==> src/rtl/core/assert_macros.svh <==
// Assertion helpers for the RTL that checks itself.
`ifndef ASSERT_MACROS_SVH
`define ASSERT_MACROS_SVH

// Concurrent check on an explicit clock and active-low reset.
`define MCMT_ASSERT_CLK(label, clk, rst_n, prop, msg) \
    label: assert property (@(posedge clk) disable iff (!rst_n) prop) \
        else $error(msg);

// Same check on the block clock and reset.
`define MCMT_ASSERT(label, prop, msg) `MCMT_ASSERT_CLK(label, i_clk, i_rst_n, prop, msg)

`endif

==> src/rtl/core/mcmt_pkg.sv <==
package mcmt_pkg;

    localparam int OPCODE_W = 3;
    localparam int PIDX_W   = 6;
    localparam int KIND_W   = 2;
    localparam int CC_W     = 7;
    localparam int CHAN_W   = 5;
    localparam int DEV_W    = 4;
    localparam int STAT_W   = 8;
    localparam int DATA_W   = 7;
    localparam int RKIND_W  = 2;
    localparam int NORM_W   = 16;
    localparam int ENTRY_W  = KIND_W + CC_W + CHAN_W + DEV_W;

    localparam logic [OPCODE_W-1:0] OP_SET     = 3'd0;
    localparam logic [OPCODE_W-1:0] OP_REMOVE  = 3'd1;
    localparam logic [OPCODE_W-1:0] OP_CLEAR   = 3'd2;
    localparam logic [OPCODE_W-1:0] OP_QUERY   = 3'd3;
    localparam logic [OPCODE_W-1:0] OP_LEARN   = 3'd4;
    localparam logic [OPCODE_W-1:0] OP_CANCEL  = 3'd5;
    localparam logic [OPCODE_W-1:0] OP_EVENT   = 3'd6;

    localparam logic [KIND_W-1:0] KIND_CC    = 2'd0;
    localparam logic [KIND_W-1:0] KIND_BEND  = 2'd1;
    localparam logic [KIND_W-1:0] KIND_PRESS = 2'd2;
    localparam logic [KIND_W-1:0] KIND_NONE  = 2'd3;

    localparam logic [RKIND_W-1:0] RES_UPDATE = 2'd0;
    localparam logic [RKIND_W-1:0] RES_LEARN  = 2'd1;
    localparam logic [RKIND_W-1:0] RES_QUERY  = 2'd2;

    typedef enum logic [2:0] {
        S_IDLE,
        S_QUERY,
        S_LEARN,
        S_SCAN,
        S_FLUSH
    } t_state;

    typedef enum logic [2:0] {
        OUT_NONE,
        OUT_QUERY,
        OUT_LEARN,
        OUT_PEND_MID,
        OUT_PEND_LAST
    } t_out_sel;

    typedef struct packed {
        logic     accept;
        logic     advance;
        t_out_sel out_sel;
    } t_cmd;

    typedef struct packed {
        logic learn_take;
        logic out_free;
        logic hit;
        logic pend_v;
        logic scan_done;
    } t_status;

    // round(v * 65535 / 127): 65535 = 127 * 516 + 3, so the quotient is
    // 516 * v plus a small correction.
    function automatic logic [NORM_W-1:0] norm7(input logic [DATA_W-1:0] v);
        logic [8:0]        t;
        logic [NORM_W-1:0] base;
        logic [1:0]        q;
        t    = {2'b0, v} + {1'b0, v, 1'b0} + 9'd63;
        base = {v, 9'b0} + {7'b0, v, 2'b0};
        q    = (t >= 9'd381) ? 2'd3 : (t >= 9'd254) ? 2'd2 : (t >= 9'd127) ? 2'd1 : 2'd0;
        return base + {14'b0, q};
    endfunction

    // round(v * 65535 / 16383): 65535 = 16383 * 4 + 3.
    function automatic logic [NORM_W-1:0] norm14(input logic [2*DATA_W-1:0] v);
        logic [16:0]       t;
        logic [NORM_W-1:0] base;
        logic [1:0]        q;
        t    = {3'b0, v} + {2'b0, v, 1'b0} + 17'd8191;
        base = {v, 2'b0};
        q    = (t >= 17'd49149) ? 2'd3 : (t >= 17'd32766) ? 2'd2 :
               (t >= 17'd16383) ? 2'd1 : 2'd0;
        return base + {14'b0, q};
    endfunction

endpackage

==> src/rtl/core/midi_controller_mapping_table.sv <==
// Set, remove, clear and learn control give no result. A query reads the table and loads
// the answer into the output register once the result side is free; a learned capture
// is loaded the same way from its latched event. A MIDI event scans the table through one
// read port and can wait while the result side stalls; the block takes the next item
// only after the current one is done. Reset (i_rst_n low, synchronous) empties the table,
// disarms learn and drops any pending result.
`include "assert_macros.svh"

module midi_controller_mapping_table
    import mcmt_pkg::*;
#(
    parameter int MAX_PARAMS  = 64,
    parameter int MAX_HITS    = 16,
    parameter int MAX_DEVICES = 16
) (
    input  logic                i_clk,
    input  logic                i_rst_n,
    input  logic                i_valid,
    output logic                o_stall,
    input  logic [OPCODE_W-1:0] i_opcode,
    input  logic [PIDX_W-1:0]   i_param_index,
    input  logic [KIND_W-1:0]   i_map_kind,
    input  logic [CC_W-1:0]     i_map_cc_number,
    input  logic [CHAN_W-1:0]   i_map_channel,
    input  logic [DEV_W-1:0]    i_device_id,
    input  logic [STAT_W-1:0]   i_status_byte,
    input  logic [DATA_W-1:0]   i_data_one,
    input  logic [DATA_W-1:0]   i_data_two,
    output logic                o_valid,
    input  logic                i_stall,
    output logic [RKIND_W-1:0]  o_result_kind,
    output logic [PIDX_W-1:0]   o_out_param,
    output logic [NORM_W-1:0]   o_norm_value,
    output logic [KIND_W-1:0]   o_out_kind,
    output logic [CC_W-1:0]     o_out_cc_number,
    output logic [CHAN_W-1:0]   o_out_channel,
    output logic [DEV_W-1:0]    o_out_device,
    output logic                o_found,
    output logic                o_last
);

    t_cmd    cmd;
    t_status status;

    mcmt_ctrl u_ctrl (
        .i_clk    (i_clk),
        .i_rst_n  (i_rst_n),
        .i_valid  (i_valid),
        .i_opcode (i_opcode),
        .i_status (status),
        .o_cmd    (cmd),
        .o_stall  (o_stall)
    );

    mcmt_datapath #(
        .MAX_PARAMS  (MAX_PARAMS),
        .MAX_HITS    (MAX_HITS),
        .MAX_DEVICES (MAX_DEVICES)
    ) u_datapath (
        .i_clk           (i_clk),
        .i_rst_n         (i_rst_n),
        .i_opcode        (i_opcode),
        .i_param_index   (i_param_index),
        .i_map_kind      (i_map_kind),
        .i_map_cc_number (i_map_cc_number),
        .i_map_channel   (i_map_channel),
        .i_device_id     (i_device_id),
        .i_status_byte   (i_status_byte),
        .i_data_one      (i_data_one),
        .i_data_two      (i_data_two),
        .i_stall         (i_stall),
        .i_cmd           (cmd),
        .o_status        (status),
        .o_valid         (o_valid),
        .o_result_kind   (o_result_kind),
        .o_out_param     (o_out_param),
        .o_norm_value    (o_norm_value),
        .o_out_kind      (o_out_kind),
        .o_out_cc_number (o_out_cc_number),
        .o_out_channel   (o_out_channel),
        .o_out_device    (o_out_device),
        .o_found         (o_found),
        .o_last          (o_last)
    );

    `MCMT_ASSERT(a_load_into_free, (cmd.out_sel != OUT_NONE) |-> status.out_free, "result loaded over an unsent item")
    `MCMT_ASSERT(a_advance_unblocked, cmd.advance |-> !(status.hit && status.pend_v && !status.out_free), "scan advanced past a blocked hit")
    `MCMT_ASSERT(a_single_is_last, (o_valid && o_result_kind != RES_UPDATE) |-> o_last, "query or capture not marked last")
    `MCMT_ASSERT(a_accept_clears_pending, cmd.accept |=> !status.pend_v, "held hit survived a new item")

endmodule

==> src/rtl/core/mcmt_ram.sv <==
module mcmt_ram #(
    parameter int WIDTH = 18,
    parameter int DEPTH = 64
) (
    input  logic                     i_clk,
    input  logic                     i_we,
    input  logic [$clog2(DEPTH)-1:0] i_waddr,
    input  logic [WIDTH-1:0]         i_wdata,
    input  logic                     i_re,
    input  logic [$clog2(DEPTH)-1:0] i_raddr,
    output logic [WIDTH-1:0]         o_rdata
);

    logic [WIDTH-1:0] r_mem [DEPTH];
    logic [WIDTH-1:0] r_rdata;

    always_ff @(posedge i_clk) begin
        if (i_we) begin
            r_mem[i_waddr] <= i_wdata;
        end
        if (i_re) begin
            r_rdata <= r_mem[i_raddr];
        end
    end

    assign o_rdata = r_rdata;

endmodule

==> src/rtl/core/mcmt_datapath.sv <==
module mcmt_datapath
    import mcmt_pkg::*;
#(
    parameter int MAX_PARAMS  = 64,
    parameter int MAX_HITS    = 16,
    parameter int MAX_DEVICES = 16
) (
    input  logic                i_clk,
    input  logic                i_rst_n,
    input  logic [OPCODE_W-1:0] i_opcode,
    input  logic [PIDX_W-1:0]   i_param_index,
    input  logic [KIND_W-1:0]   i_map_kind,
    input  logic [CC_W-1:0]     i_map_cc_number,
    input  logic [CHAN_W-1:0]   i_map_channel,
    input  logic [DEV_W-1:0]    i_device_id,
    input  logic [STAT_W-1:0]   i_status_byte,
    input  logic [DATA_W-1:0]   i_data_one,
    input  logic [DATA_W-1:0]   i_data_two,
    input  logic                i_stall,
    input  t_cmd                i_cmd,
    output t_status             o_status,
    output logic                o_valid,
    output logic [RKIND_W-1:0]  o_result_kind,
    output logic [PIDX_W-1:0]   o_out_param,
    output logic [NORM_W-1:0]   o_norm_value,
    output logic [KIND_W-1:0]   o_out_kind,
    output logic [CC_W-1:0]     o_out_cc_number,
    output logic [CHAN_W-1:0]   o_out_channel,
    output logic [DEV_W-1:0]    o_out_device,
    output logic                o_found,
    output logic                o_last
);

    localparam int IDX_W = $clog2(MAX_PARAMS);
    localparam int CNT_W = IDX_W + 1;
    localparam int HIT_W = $clog2(MAX_HITS + 1);
    localparam logic [CNT_W-1:0] SCAN_END = CNT_W'(MAX_PARAMS);
    localparam logic [HIT_W-1:0] HIT_END  = HIT_W'(MAX_HITS);

    // Table and learn state
    logic [MAX_PARAMS-1:0] r_valid;
    logic                  r_learn_armed;
    logic [PIDX_W-1:0]     r_learn_target;

    // Latched item
    logic [PIDX_W-1:0] r_op_param;
    logic              r_q_ok;
    logic [KIND_W-1:0] r_ev_kind;
    logic [CHAN_W-1:0] r_ev_chan;
    logic [DATA_W-1:0] r_ev_d1;
    logic [DEV_W-1:0]  r_ev_dev;
    logic [NORM_W-1:0] r_norm;

    // Scan state
    logic [CNT_W-1:0] r_addr;
    logic             r_chk_v;
    logic [IDX_W-1:0] r_chk_idx;
    logic [HIT_W-1:0] r_hits;
    logic             r_pend_v;
    logic [IDX_W-1:0] r_pend_idx;

    // Output register
    logic               r_ovalid;
    logic [RKIND_W-1:0] r_o_rkind;
    logic [PIDX_W-1:0]  r_o_param;
    logic [NORM_W-1:0]  r_o_norm;
    logic [KIND_W-1:0]  r_o_kind;
    logic [CC_W-1:0]    r_o_cc;
    logic [CHAN_W-1:0]  r_o_chan;
    logic [DEV_W-1:0]   r_o_dev;
    logic               r_o_found;
    logic               r_o_last;

    logic [KIND_W-1:0]  w_ev_kind;
    logic [CHAN_W-1:0]  w_ev_chan;
    logic [NORM_W-1:0]  w_norm;
    logic               w_in_range;
    logic [IDX_W-1:0]   w_wr_idx;
    logic               w_we;
    logic               w_re;
    logic [IDX_W-1:0]   w_raddr;
    logic [ENTRY_W-1:0] w_rdata;
    logic               w_learn_take;
    logic               w_issue;
    logic               w_match;
    logic               w_hit;
    logic               w_q_found;
    logic               w_out_free;

    logic [KIND_W-1:0] w_mk;
    logic [CC_W-1:0]   w_mc;
    logic [CHAN_W-1:0] w_mch;
    logic [DEV_W-1:0]  w_md;
    logic              w_dev_ok;
    logic              w_chan_ok;
    logic              w_kind_ok;
    logic              w_cc_ok;

    // Decode the incoming event
    always_comb begin
        unique case (i_status_byte[7:4])
            4'hB:    w_ev_kind = KIND_CC;
            4'hE:    w_ev_kind = KIND_BEND;
            4'hD:    w_ev_kind = KIND_PRESS;
            default: w_ev_kind = KIND_NONE;
        endcase
        if (i_status_byte >= 8'h80 && i_status_byte < 8'hF0) begin
            w_ev_chan = {1'b0, i_status_byte[3:0]} + 5'd1;
        end else begin
            w_ev_chan = '0;
        end
        case (w_ev_kind)
            KIND_CC:    w_norm = norm7(i_data_two);
            KIND_BEND:  w_norm = norm14({i_data_two, i_data_one});
            KIND_PRESS: w_norm = norm7(i_data_one);
            default:    w_norm = '0;
        endcase
    end

    assign w_in_range   = int'(i_param_index) < MAX_PARAMS;
    assign w_wr_idx     = IDX_W'(i_param_index);
    assign w_learn_take = r_learn_armed && (w_ev_kind != KIND_NONE);
    assign w_out_free   = !r_ovalid || !i_stall;

    assign w_we    = i_cmd.accept && (i_opcode == OP_SET) && w_in_range;
    assign w_re    = i_cmd.accept || i_cmd.advance;
    assign w_raddr = i_cmd.accept ? w_wr_idx : r_addr[IDX_W-1:0];

    mcmt_ram #(
        .WIDTH (ENTRY_W),
        .DEPTH (MAX_PARAMS)
    ) u_table (
        .i_clk   (i_clk),
        .i_we    (w_we),
        .i_waddr (w_wr_idx),
        .i_wdata ({i_map_kind, i_map_cc_number, i_map_channel, i_device_id}),
        .i_re    (w_re),
        .i_raddr (w_raddr),
        .o_rdata (w_rdata)
    );

    // Match the entry in the check stage against the latched event
    assign {w_mk, w_mc, w_mch, w_md} = w_rdata;

    assign w_dev_ok  = (w_md == '0) ||
                       ((int'(w_md) < MAX_DEVICES) && (w_md == r_ev_dev) &&
                        (int'(r_ev_dev) < MAX_DEVICES));
    assign w_chan_ok = (w_mch == '0) || ((r_ev_chan != '0) && (r_ev_chan == w_mch));
    assign w_kind_ok = (w_mk == r_ev_kind) && (r_ev_kind != KIND_NONE);
    assign w_cc_ok   = (w_mk != KIND_CC) || (w_mc == r_ev_d1);
    assign w_match   = w_dev_ok && w_chan_ok && w_kind_ok && w_cc_ok;

    assign w_issue   = r_addr < SCAN_END;
    assign w_hit     = r_chk_v && r_valid[r_chk_idx] && w_match && (r_hits < HIT_END);
    assign w_q_found = r_q_ok && r_valid[IDX_W'(r_op_param)];

    assign o_status = '{
        learn_take: w_learn_take,
        out_free:   w_out_free,
        hit:        w_hit,
        pend_v:     r_pend_v,
        scan_done:  (r_hits == HIT_END) || (!w_issue && !r_chk_v)
    };

    always_ff @(posedge i_clk) begin
        if (!i_rst_n) begin
            r_valid        <= '0;
            r_learn_armed  <= 1'b0;
            r_learn_target <= '0;
            r_addr         <= '0;
            r_chk_v        <= 1'b0;
            r_hits         <= '0;
            r_pend_v       <= 1'b0;
            r_ovalid       <= 1'b0;
        end else begin
            if (i_cmd.accept) begin
                case (i_opcode)
                    OP_SET: begin
                        if (w_in_range) begin
                            r_valid[w_wr_idx] <= 1'b1;
                        end
                    end
                    OP_REMOVE: begin
                        if (w_in_range) begin
                            r_valid[w_wr_idx] <= 1'b0;
                        end
                    end
                    OP_CLEAR: begin
                        r_valid        <= '0;
                        r_learn_armed  <= 1'b0;
                        r_learn_target <= '0;
                    end
                    OP_LEARN: begin
                        r_learn_armed  <= 1'b1;
                        r_learn_target <= i_param_index;
                    end
                    OP_CANCEL: begin
                        r_learn_armed <= 1'b0;
                    end
                    OP_EVENT: begin
                        if (w_learn_take) begin
                            r_learn_armed  <= 1'b0;
                            r_learn_target <= '0;
                        end
                    end
                    default: ;
                endcase
                // Restart the scan on every item
                r_addr   <= '0;
                r_chk_v  <= 1'b0;
                r_hits   <= '0;
                r_pend_v <= 1'b0;
            end else if (i_cmd.advance) begin
                r_chk_v <= w_issue;
                if (w_issue) begin
                    r_addr <= r_addr + 1'b1;
                end
                if (w_hit) begin
                    r_pend_v <= 1'b1;
                    r_hits   <= r_hits + 1'b1;
                end
            end else if (i_cmd.out_sel == OUT_PEND_LAST) begin
                r_pend_v <= 1'b0;
            end

            if (i_cmd.out_sel != OUT_NONE) begin
                r_ovalid <= 1'b1;
            end else if (!i_stall) begin
                r_ovalid <= 1'b0;
            end
        end
    end

    always_ff @(posedge i_clk) begin
        if (i_cmd.accept) begin
            r_op_param <= (i_opcode == OP_EVENT) ? r_learn_target : i_param_index;
            r_q_ok     <= w_in_range;
            r_ev_kind  <= w_ev_kind;
            r_ev_chan  <= w_ev_chan;
            r_ev_d1    <= i_data_one;
            r_ev_dev   <= i_device_id;
            r_norm     <= w_norm;
        end
        if (i_cmd.advance) begin
            r_chk_idx <= r_addr[IDX_W-1:0];
            if (w_hit) begin
                r_pend_idx <= r_chk_idx;
            end
        end

        case (i_cmd.out_sel)
            OUT_QUERY: begin
                r_o_rkind <= RES_QUERY;
                r_o_param <= r_op_param;
                r_o_norm  <= '0;
                {r_o_kind, r_o_cc, r_o_chan, r_o_dev} <= w_q_found ? w_rdata : '0;
                r_o_found <= w_q_found;
                r_o_last  <= 1'b1;
            end
            OUT_LEARN: begin
                r_o_rkind <= RES_LEARN;
                r_o_param <= r_op_param;
                r_o_norm  <= '0;
                r_o_kind  <= r_ev_kind;
                r_o_cc    <= (r_ev_kind == KIND_CC) ? r_ev_d1 : '0;
                r_o_chan  <= r_ev_chan;
                r_o_dev   <= r_ev_dev;
                r_o_found <= 1'b0;
                r_o_last  <= 1'b1;
            end
            OUT_PEND_MID, OUT_PEND_LAST: begin
                r_o_rkind <= RES_UPDATE;
                r_o_param <= PIDX_W'(r_pend_idx);
                r_o_norm  <= r_norm;
                r_o_kind  <= '0;
                r_o_cc    <= '0;
                r_o_chan  <= '0;
                r_o_dev   <= '0;
                r_o_found <= 1'b0;
                r_o_last  <= (i_cmd.out_sel == OUT_PEND_LAST);
            end
            default: ;
        endcase
    end

    assign o_valid         = r_ovalid;
    assign o_result_kind   = r_o_rkind;
    assign o_out_param     = r_o_param;
    assign o_norm_value    = r_o_norm;
    assign o_out_kind      = r_o_kind;
    assign o_out_cc_number = r_o_cc;
    assign o_out_channel   = r_o_chan;
    assign o_out_device    = r_o_dev;
    assign o_found         = r_o_found;
    assign o_last          = r_o_last;

endmodule

==> src/rtl/core/mcmt_ctrl.sv <==
module mcmt_ctrl
    import mcmt_pkg::*;
(
    input  logic                i_clk,
    input  logic                i_rst_n,
    input  logic                i_valid,
    input  logic [OPCODE_W-1:0] i_opcode,
    input  t_status             i_status,
    output t_cmd                o_cmd,
    output logic                o_stall
);

    t_state r_state;
    t_state n_state;

    always_ff @(posedge i_clk) begin
        if (!i_rst_n) begin
            r_state <= S_IDLE;
        end else begin
            r_state <= n_state;
        end
    end

    always_comb begin
        n_state = r_state;
        o_cmd   = '{accept: 1'b0, advance: 1'b0, out_sel: OUT_NONE};
        unique case (r_state)
            S_IDLE: begin
                if (i_valid) begin
                    o_cmd.accept = 1'b1;
                    unique case (i_opcode)
                        OP_QUERY: n_state = S_QUERY;
                        OP_EVENT: n_state = i_status.learn_take ? S_LEARN : S_SCAN;
                        default:  n_state = S_IDLE;
                    endcase
                end
            end
            S_QUERY: begin
                if (i_status.out_free) begin
                    o_cmd.out_sel = OUT_QUERY;
                    n_state       = S_IDLE;
                end
            end
            S_LEARN: begin
                if (i_status.out_free) begin
                    o_cmd.out_sel = OUT_LEARN;
                    n_state       = S_IDLE;
                end
            end
            S_SCAN: begin
                if (i_status.scan_done) begin
                    n_state = i_status.pend_v ? S_FLUSH : S_IDLE;
                end else if (i_status.hit && i_status.pend_v) begin
                    // A new hit proves the held one is not the last: push it out
                    if (i_status.out_free) begin
                        o_cmd.out_sel = OUT_PEND_MID;
                        o_cmd.advance = 1'b1;
                    end
                end else begin
                    o_cmd.advance = 1'b1;
                end
            end
            S_FLUSH: begin
                if (i_status.out_free) begin
                    o_cmd.out_sel = OUT_PEND_LAST;
                    n_state       = S_IDLE;
                end
            end
            default: n_state = S_IDLE;
        endcase
    end

    assign o_stall = (r_state != S_IDLE);

endmodule

==> config.mk <==
export PLATFORM = sky130hd
export DESIGN_NAME = midi_controller_mapping_table
export DESIGN_NICKNAME = d
export VERILOG_FILES = /design/src/rtl/core/mcmt_pkg.sv /design/src/rtl/core/midi_controller_mapping_table.sv /design/src/rtl/core/mcmt_ram.sv /design/src/rtl/core/mcmt_datapath.sv /design/src/rtl/core/mcmt_ctrl.sv
export VERILOG_INCLUDE_DIRS = /design/src /design/src/rtl/core
export SDC_FILE = /design/constraint.sdc
export NUM_CORES = 2
export LEC_CHECK = 0
export BUFFER_PORTS_ARGS = -buffer_cell sky130_fd_sc_hd__buf_2
export CORE_MARGIN = 10
export CORE_UTILIZATION = 45
export CTS_CLUSTER_DIAMETER = 50
export DETAILED_ROUTE_END_ITERATION = 8
export GPL_ROUTABILITY_DRIVEN = 0
export MAX_ROUTING_LAYER = met4
export SETUP_SLACK_MARGIN = 0.05
export SYNTH_ARGS = -nofsm -noshare
export SYNTH_HDL_FRONTEND = slang
export SYNTH_SLANG_ARGS = --single-unit
export TNS_END_PERCENT = 20
==> constraint.sdc <==
create_clock -name i_clk -period 5.95 [get_ports i_clk]
set_input_delay 0.595 -clock i_clk [delete_from_list [all_inputs] [get_ports i_clk]]
set_output_delay 0.595 -clock i_clk [all_outputs]
set_load 0.05 [all_outputs]
; ---- Word level (Yosys, flattened, before mapping)
; Memory sizes are Yosys's and may differ from the RTL's. A register that Yosys moved wholly into a read port is not among the register bits.
; Index checks and enable logic that the tools add are counted.
[totals]
reg_bits = 185
n_memories = 1
word_cells = 208
romBits = 0
ramBits = 1152
latchBits = 0
[classes]
n_mux = 60
n_shift = 0
order_cmp = 17
multipliers = 0
div = 0
reduce_logical = 54
n_addsub = 14
n_bitwise = 4
n_eq_ne = 32
[mem_list]
columns = memory, depth, width, rd, rd_ports_with_merged_regs, wr, line_no
row1 = u_datapath.u_table.r_mem, 64, 18, 1, 1, 1, mcmt_ram.sv:14  ; logic [WIDTH-1:0] r_mem [DEPTH];
[ops]
columns = cell, n
row1 = $pmux W64 S3, 1
row2 = $and A64 B64 Y64, 1
row3 = $not A64 Y64, 1
row4 = $or A64 B64 Y64, 1
row5 = $add A16 B2 Y16, 3
row6 = $pmux W16 S3, 1
row7 = $add A16 B9 Y16, 2
row8 = $pmux W16 S2, 1
row9 = $lt A6 B7 Y1 const B, 3
row10 = $pmux W7 S3, 1
row11 = $mux W1, 20
row12 = $add A7 B8 Y9, 2
row13 = $add A9 B6 Y9 const B, 2
row14 = $eq A3 B2 Y1 const B, 6
row15 = $ge A9 B7 Y1 const B, 2
row16 = $ge A9 B8 Y1 const B, 2
row17 = $ge A9 B9 Y1 const B, 2
row18 = $mux W18, 1
row19 = $mux W3, 6
row20 = $mux W6, 3
row21 = $pmux W2 S3, 3
row22 = $pmux W6 S3, 1
row23 = $reduce_bool A3 Y1, 6
row24 = $add A17 B13 Y17 const B, 1
row25 = other kinds (51), 109

; ---- Logic depth before layout (Yosys ltp)
[depth]
ltp_word = 15
ltp_mapped = 15

; ---- Modules after synthesis
; Synthesis repeated with hierarchy kept, for this count alone.
[hier_totals]
hier_cells = 3022
area_unflattened_um2 = 55615.8
[modules_own_cells]
columns = module, cells_each, seq_area_each_um2, n_inst, area_each_um2
row1 = mcmt_ram, 1957, 35133.7, 1, 44808.0
row2 = mcmt_datapath, 1033, 4604.4, 1, 10527.6
row3 = mcmt_ctrl, 32, 60.1, 1, 280.3

; ---- Worst setup path before layout
; OpenSTA, ideal clock, no wires.
[synth_path]
path_kind = register -> register
startpoint = reg u_datapath.r_chk_idx[1]
endpoint = reg u_datapath.r_o_last, in the netlist u_datapath.o_last, enable pin
slack_ns = 1.334
required_ns = 5.507
setup_time_ns = 0.443
path_stages_with_launch = 11
arrival_ns = 4.173
n_path_buf = 2
path_cell_list = edfxtp_1 > clkbuf_1 > buf_1 > mux4_2 > mux4_2 > mux4_2 > nand4_1 > nor4_2 > nand2_2 > a32o_1 > nor2_1
[synth_via]
elab_chain_len = 12
word_cells_on_any_way = 16
classes_between = 4 x eq/ne / 5 x mux / 7 x reduce/logical
[synth_lines]
columns = element, line_no
row1 = "start, declared", mcmt_datapath.sv:57  ; logic [IDX_W-1:0] r_chk_idx;
row2 = "start signal, assigned", mcmt_datapath.sv:245  ; r_chk_idx <= r_addr[IDX_W-1:0];
row3 = $bmux W1 S6 (*), mcmt_datapath.sv:154  ; assign w_hit = r_chk_v && r_valid[r_chk_idx] && w_match && (r_hits < HIT_END);
row4 = $mux W1 (implied by the code) (*), mcmt_datapath.sv:154
row5 = $logic_and A1 B1 Y1 (*) (3 in series), mcmt_datapath.sv:154
row6 = $logic_and A1 B1 Y1 (*), mcmt_ctrl.sv:53  ; end else if (i_status.hit && i_status.pend_v) begin
row7 = $mux W3 (*), mcmt_ctrl.sv:53
row8 = $mux W4 (*), mcmt_ctrl.sv:51  ; if (i_status.scan_done) begin
row9 = $pmux W3 S4 (*), mcmt_ctrl.sv:27  ; unique case (r_state)
row10 = "$eq A3 B1 Y1, or another cell as far along", mcmt_datapath.sv:251  ; case (i_cmd.out_sel)
row11 = "$reduce_or A2 Y1, on equally long branches", -
row12 = $reduce_bool A2 Y1 (no line) (*), -
row13 = "end signal, assigned", mcmt_datapath.sv:280  ; r_o_last <= (i_cmd.out_sel == OUT_PEND_LAST);
row14 = "end, declared", mcmt_datapath.sv:72  ; logic r_o_last;
; Mark *: on every way between the ends. The rest lies on a longest branch, timed or not. The select of a mux whose other input is x is not followed.
; A chain may end at the register's enable or synchronous reset.

; ---- Final worst setup path
[layout_path]
startpoint = reg u_ctrl.r_state[2]
endpoint = reg u_datapath.u_table.r_rdata[9], in the netlist u_datapath.u_table.o_rdata[9] (read register of u_datapath.u_table.r_mem), data pin
[layout_via]
elab_chain_len = 3
word_cells_on_any_way = 6
classes_between = 1 x eq/ne / 3 x mux / 2 x reduce/logical
[layout_lines]
columns = element, line_no
row1 = "start, declared", mcmt_ctrl.sv:13  ; t_state r_state;
row2 = "start signal, assigned", mcmt_ctrl.sv:20  ; r_state <= n_state;
row3 = $logic_not A3 Y1 or $eq A3 B2 Y1 (tied branches), mcmt_ctrl.sv:27
row4 = $mux W1, mcmt_ctrl.sv:27
row5 = $mux W6 or $logic_or A1 B1 Y1 (tied branches), "mcmt_datapath.sv:127, mcmt_datapath.sv:126"
row6 = "end, declared", mcmt_ram.sv:15  ; logic [WIDTH-1:0] r_rdata;
; Several ways; a longest one is shown, not always the timed one.

==> qor.yml <==
drt_first_pass_iters: 6
yosysUniqueCellTypes: 78
multi_input_area_mm2: 0.0155
overflow: 0
grt_max_degree: 84
yosysWarnings: 0
holdWs_ns: 0.0966
reg2regPathDepth: 12
drt_iter0_drc: 3260
cts_inserted_buffers: 149
synth_xor_area_share_pct: 0.735
hold_violations: 0
synthSimpleGateAreaFrac_pct: 4.76
clk_path_buf_depth: 3
antenna_left: 0
drv_cap: 0
irDropWorstVdd_uv: 322
use_met2_pct: 33.7
r2r-start: "u_ctrl.r_state[2]$_SDFFE_PN0P_"
holdPathEnd: "u_datapath.r_ev_d1[5]$_DFFE_PP_"
grt_setup_unrepaired: "false"
slew_headroom_pct: 11.8
timing.rr.end: "u_datapath.u_table.o_rdata[9]$_DFFE_PP_"
drc_errors: 0
slew_viol_final: 0
synth-compound-area-share_pct: 6.86
cp_top_family: "compound AO/OA/AOI/OAI gates"
worstSetupPathType: "reg -> reg"
clk_pin_slew_ns: 0.06
nFillCells: 9964
p_per_area_mw_per_mm2: 325
grt_pass1_vias: 31400
setup_viol: 0
grtUsageMet3_pct: 4.11
p_leak_nw: 20.8
crit_path_max_incr_delay_ns: 0.68
cts_setup_buffers: 0
outcome: "complete, no violations"
grt_usage_pct: 21.9
ys_seq_area_share_pct: 71.1
nets: 3432
vias_per_cell: 6.16
antenna_found_initial: 8
drive_above_1_share_pct: 24.9
die_w_um: 373
synthMuxAreaShare_pct: 13.7
area_growth_pct: 13.9
ys.flop_type: "edfxtp_1"
yosys.area_share.adder_pct: 1.13
cts.sinks: 1355
die_h_um: 373
synth_area_mm2: 0.0560
whs_path_depth: 1
cp_max_fo: 45
synthArstFlopShare_pct: 0
cpMaxStageDelayCell: "a211oi_1"
startpoint_type: "flip-flop"
ys_ff_latch: 1355
clkLatencyLatePin_ns: 0.79
totalWireLength_um: 151000
hp-start: "i_data_one[5]"
crit_chain: "nor3_1, nand2_1, inv_2, mux2i_4, buf_12, buf_12, buf_4, mux4_2, a211oi_1, a311oi_1, a211oi_1, a21oi_1"
period_minus_slack_ns: 5.05
use_met1_pct: 29.4
die_area_mm2: 0.139
wl_per_cell_um: 29.7
initial_core_util_pct: 45.3
synth_edf_count: 1266
fmax_mhz: 198
synth_fp_nets: 3245
holdCritPathClass: "in -> reg"
final.period_utilization_pct: 84.9
htreeDepth: 4
r2r_slack_ns: 0.90
seq_area_mm2: 0.0398
cts-root-buf: "clkbuf_16"
critPathArrivalTime_ns: 5.48
coreArea_mm2: 0.124
numPortBuffers: 98
dpl.hpwl_um: 89100
grt.busiest_layer: "met2"
worstPathRequired_ns: 6.38
skew_ns: 0.0421
worstMarginPinSlew_ns: 1.32
setup.worst_path.end_class: "flip-flop"
pin_count: 99
via_count: 31300
ctsHoldBuffers: 0
cts_tree: "yes"
grt_pass1_wl_um: 221000
synth_top_family_by_area: "multiplexers"
finalSetupTns_ns: 0
syn_avg_cell_area_um2: 17.8
rows: 129
syn_inst: 3142
cp_num_buf_inv: 4
cts_resized: 0
==> synthesized netlist by cell type, types with 4 or more instances <==
library cell / instances / share of area [%]
edfxtp_1: 1266 / 68
mux4_2: 330 / 13
nand2_1: 200 / 1.3
a21oi_1: 133 / 1.2
o21a_1: 129 / 1.7
nor2_1: 116 / 0.78
clkbuf_1: 115 / 0.77
a211oi_1: 99 / 1.3
and2_1: 96 / 1.1
dfxtp_1: 89 / 3.2
inv_1: 50 / 0.34
buf_2: 49 / 0.44
ha_1: 49 / 1.1
a31oi_1: 38 / 0.42
a311oi_1: 36 / 0.56
xnor2_1: 33 / 0.52
a22o_1: 26 / 0.41
nand3_1: 24 / 0.21
buf_1: 20 / 0.13
nor3_1: 17 / 0.15
mux2_2: 15 / 0.30
o21ai_0: 15 / 0.13
and3_1: 14 / 0.16
xor2_1: 14 / 0.22
nor3b_1: 11 / 0.15
o22ai_1: 10 / 0.11
a21boi_0: 9 / 0.12
nand4_1: 9 / 0.10
o211ai_1: 9 / 0.12
a21o_1: 8 / 0.11
o21bai_1: 8 / 0.11
or3_1: 8 / 0.089
mux2i_1: 7 / 0.13
nor2b_1: 7 / 0.078
nor4_1: 5 / 0.056
or2_2: 5 / 0.056
nand3b_1: 4 / 0.054
==> per-stage QoR <==
step	cells	util, %	setup slack (ns)	total power [mW]	area, µm²
2_1_floorplan	3142	-	1.33	11.5	56000
3_3_place_gp	4814	47.8	0.985	12.1	59100
3_5_place_dp	4814	47.8	0.912	12.1	59100
4_1_cts	5074	51.6	0.858	20.9	63700
5_1_grt	5079	51.6	0.665	21.3	63800
6_report	5081	51.6	0.898	20.7	63800
==> per-layer routing <==
layer,vias to the layer above,share of wire (%)
met4,0,3.3
met2,1460,47
li1,13100,-
met1,16400,41
met5,-,0
met3,276,7.8
==> sequential cells by signal, summed over array words and instances, names as in the netlist, 7 cells and up <==
| name | count |
|---|---|
| u_datapath.r_norm | 16 |
| u_datapath.u_table.o_rdata | 18 |
| u_datapath.r_ev_d1 | 7 |
| u_datapath.o_out_cc_number | 7 |
| u_datapath.u_table.r_mem | 1152 |
| u_datapath.r_addr | 7 |
| u_datapath.r_valid | 64 |
| u_datapath.o_norm_value | 16 |
==> cell families (layout without fill, tap and decap cells) <==
group / after synthesis / count (layout)
AO/OA/AOI/OAI: 553 / 553
XOR/XNOR: 47 / 47
multiplexers: 352 / 352
adder cells (fa/ha/maj): 50 / 50
AND/OR/NAND/NOR: 546 / 546
buffers and inverters: 239 / 535
other: 0 / 6
flip-flops: 1355 / 1355
==> layout by cell type, fill, tap and decap left out, types with 7 or more instances in the layout <==
cell type / synthesis / layout
a21o_1: 8 / 8
a211oi_1: 99 / 99
o21bai_1: 8 / 8
o211ai_1: 9 / 9
nor3_1: 17 / 17
a311oi_1: 36 / 36
buf_12: 0 / 12
xor2_1: 14 / 14
edfxtp_1: 1266 / 1266
buf_4: 0 / 112
a31oi_1: 38 / 38
and2_1: 96 / 96
nor2_2: 1 / 54
nor3b_1: 11 / 11
clkinv_1: 2 / 23
a22o_1: 26 / 26
ha_1: 49 / 49
and3_1: 14 / 14
clkbuf_1: 115 / 36
clkbuf_16: 0 / 151
nand3_1: 24 / 24
a21boi_0: 9 / 9
nor2b_1: 7 / 7
inv_1: 50 / 49
dfxtp_1: 89 / 89
o21a_1: 129 / 129
a21oi_1: 133 / 133
o22ai_1: 10 / 10
xnor2_1: 33 / 33
mux2_2: 15 / 14
o21ai_0: 15 / 15
nand2_1: 200 / 199
nand4_1: 9 / 9
buf_2: 49 / 98
or3_1: 8 / 7
nor2_1: 116 / 57
clkinv_2: 0 / 15
mux4_2: 330 / 330
inv_6: 0 / 9
==> worst max path at each step <==
stage                     slack (ns)                                      end                              start  cells past startpoint
after CTS                       0.86  u_datapath.u_table.o_rdata[9]$_DFFE_PP_     u_ctrl.r_state[2]$_SDFFE_PN0P_                     12
final                           0.90  u_datapath.u_table.o_rdata[9]$_DFFE_PP_     u_ctrl.r_state[2]$_SDFFE_PN0P_                     12
after floorplan                 1.33          u_datapath.o_last$_SDFFCE_PP1P_  u_datapath.r_chk_idx[1]$_DFFE_PP_                     10
after global routing            0.67  u_datapath.u_table.o_rdata[9]$_DFFE_PP_     u_ctrl.r_state[2]$_SDFFE_PN0P_                     12
after global placement          0.98  u_datapath.u_table.o_rdata[9]$_DFFE_PP_                            i_valid                     12
after detailed placement        0.91  u_datapath.u_table.o_rdata[9]$_DFFE_PP_     u_ctrl.r_state[2]$_SDFFE_PN0P_                     12
==> layout make-up <==
type	count	area share, %
diodes	6	0.0235
clock buffers	188	6.16
clock inverters	72	1.11
inverters	52	0.306
multi-input cells	1548	24.3
flip-flops and latches	1355	62.4
well taps	1637	3.21
repair buffers	223	2.51
==> power breakdown <==
group | switching [mW] | total, mW | internal, mW | leakage (nW)
combinational | 0.917 | 1.41 | 0.491 | 6.42
clock | 3.79 | 8.77 | 4.98 | 2.24
sequential | 0.0571 | 10.5 | 10.5 | 12.2
total | 4.76 | 20.7 | 15.9 | 20.8
(Power assumes the default switching activity.)
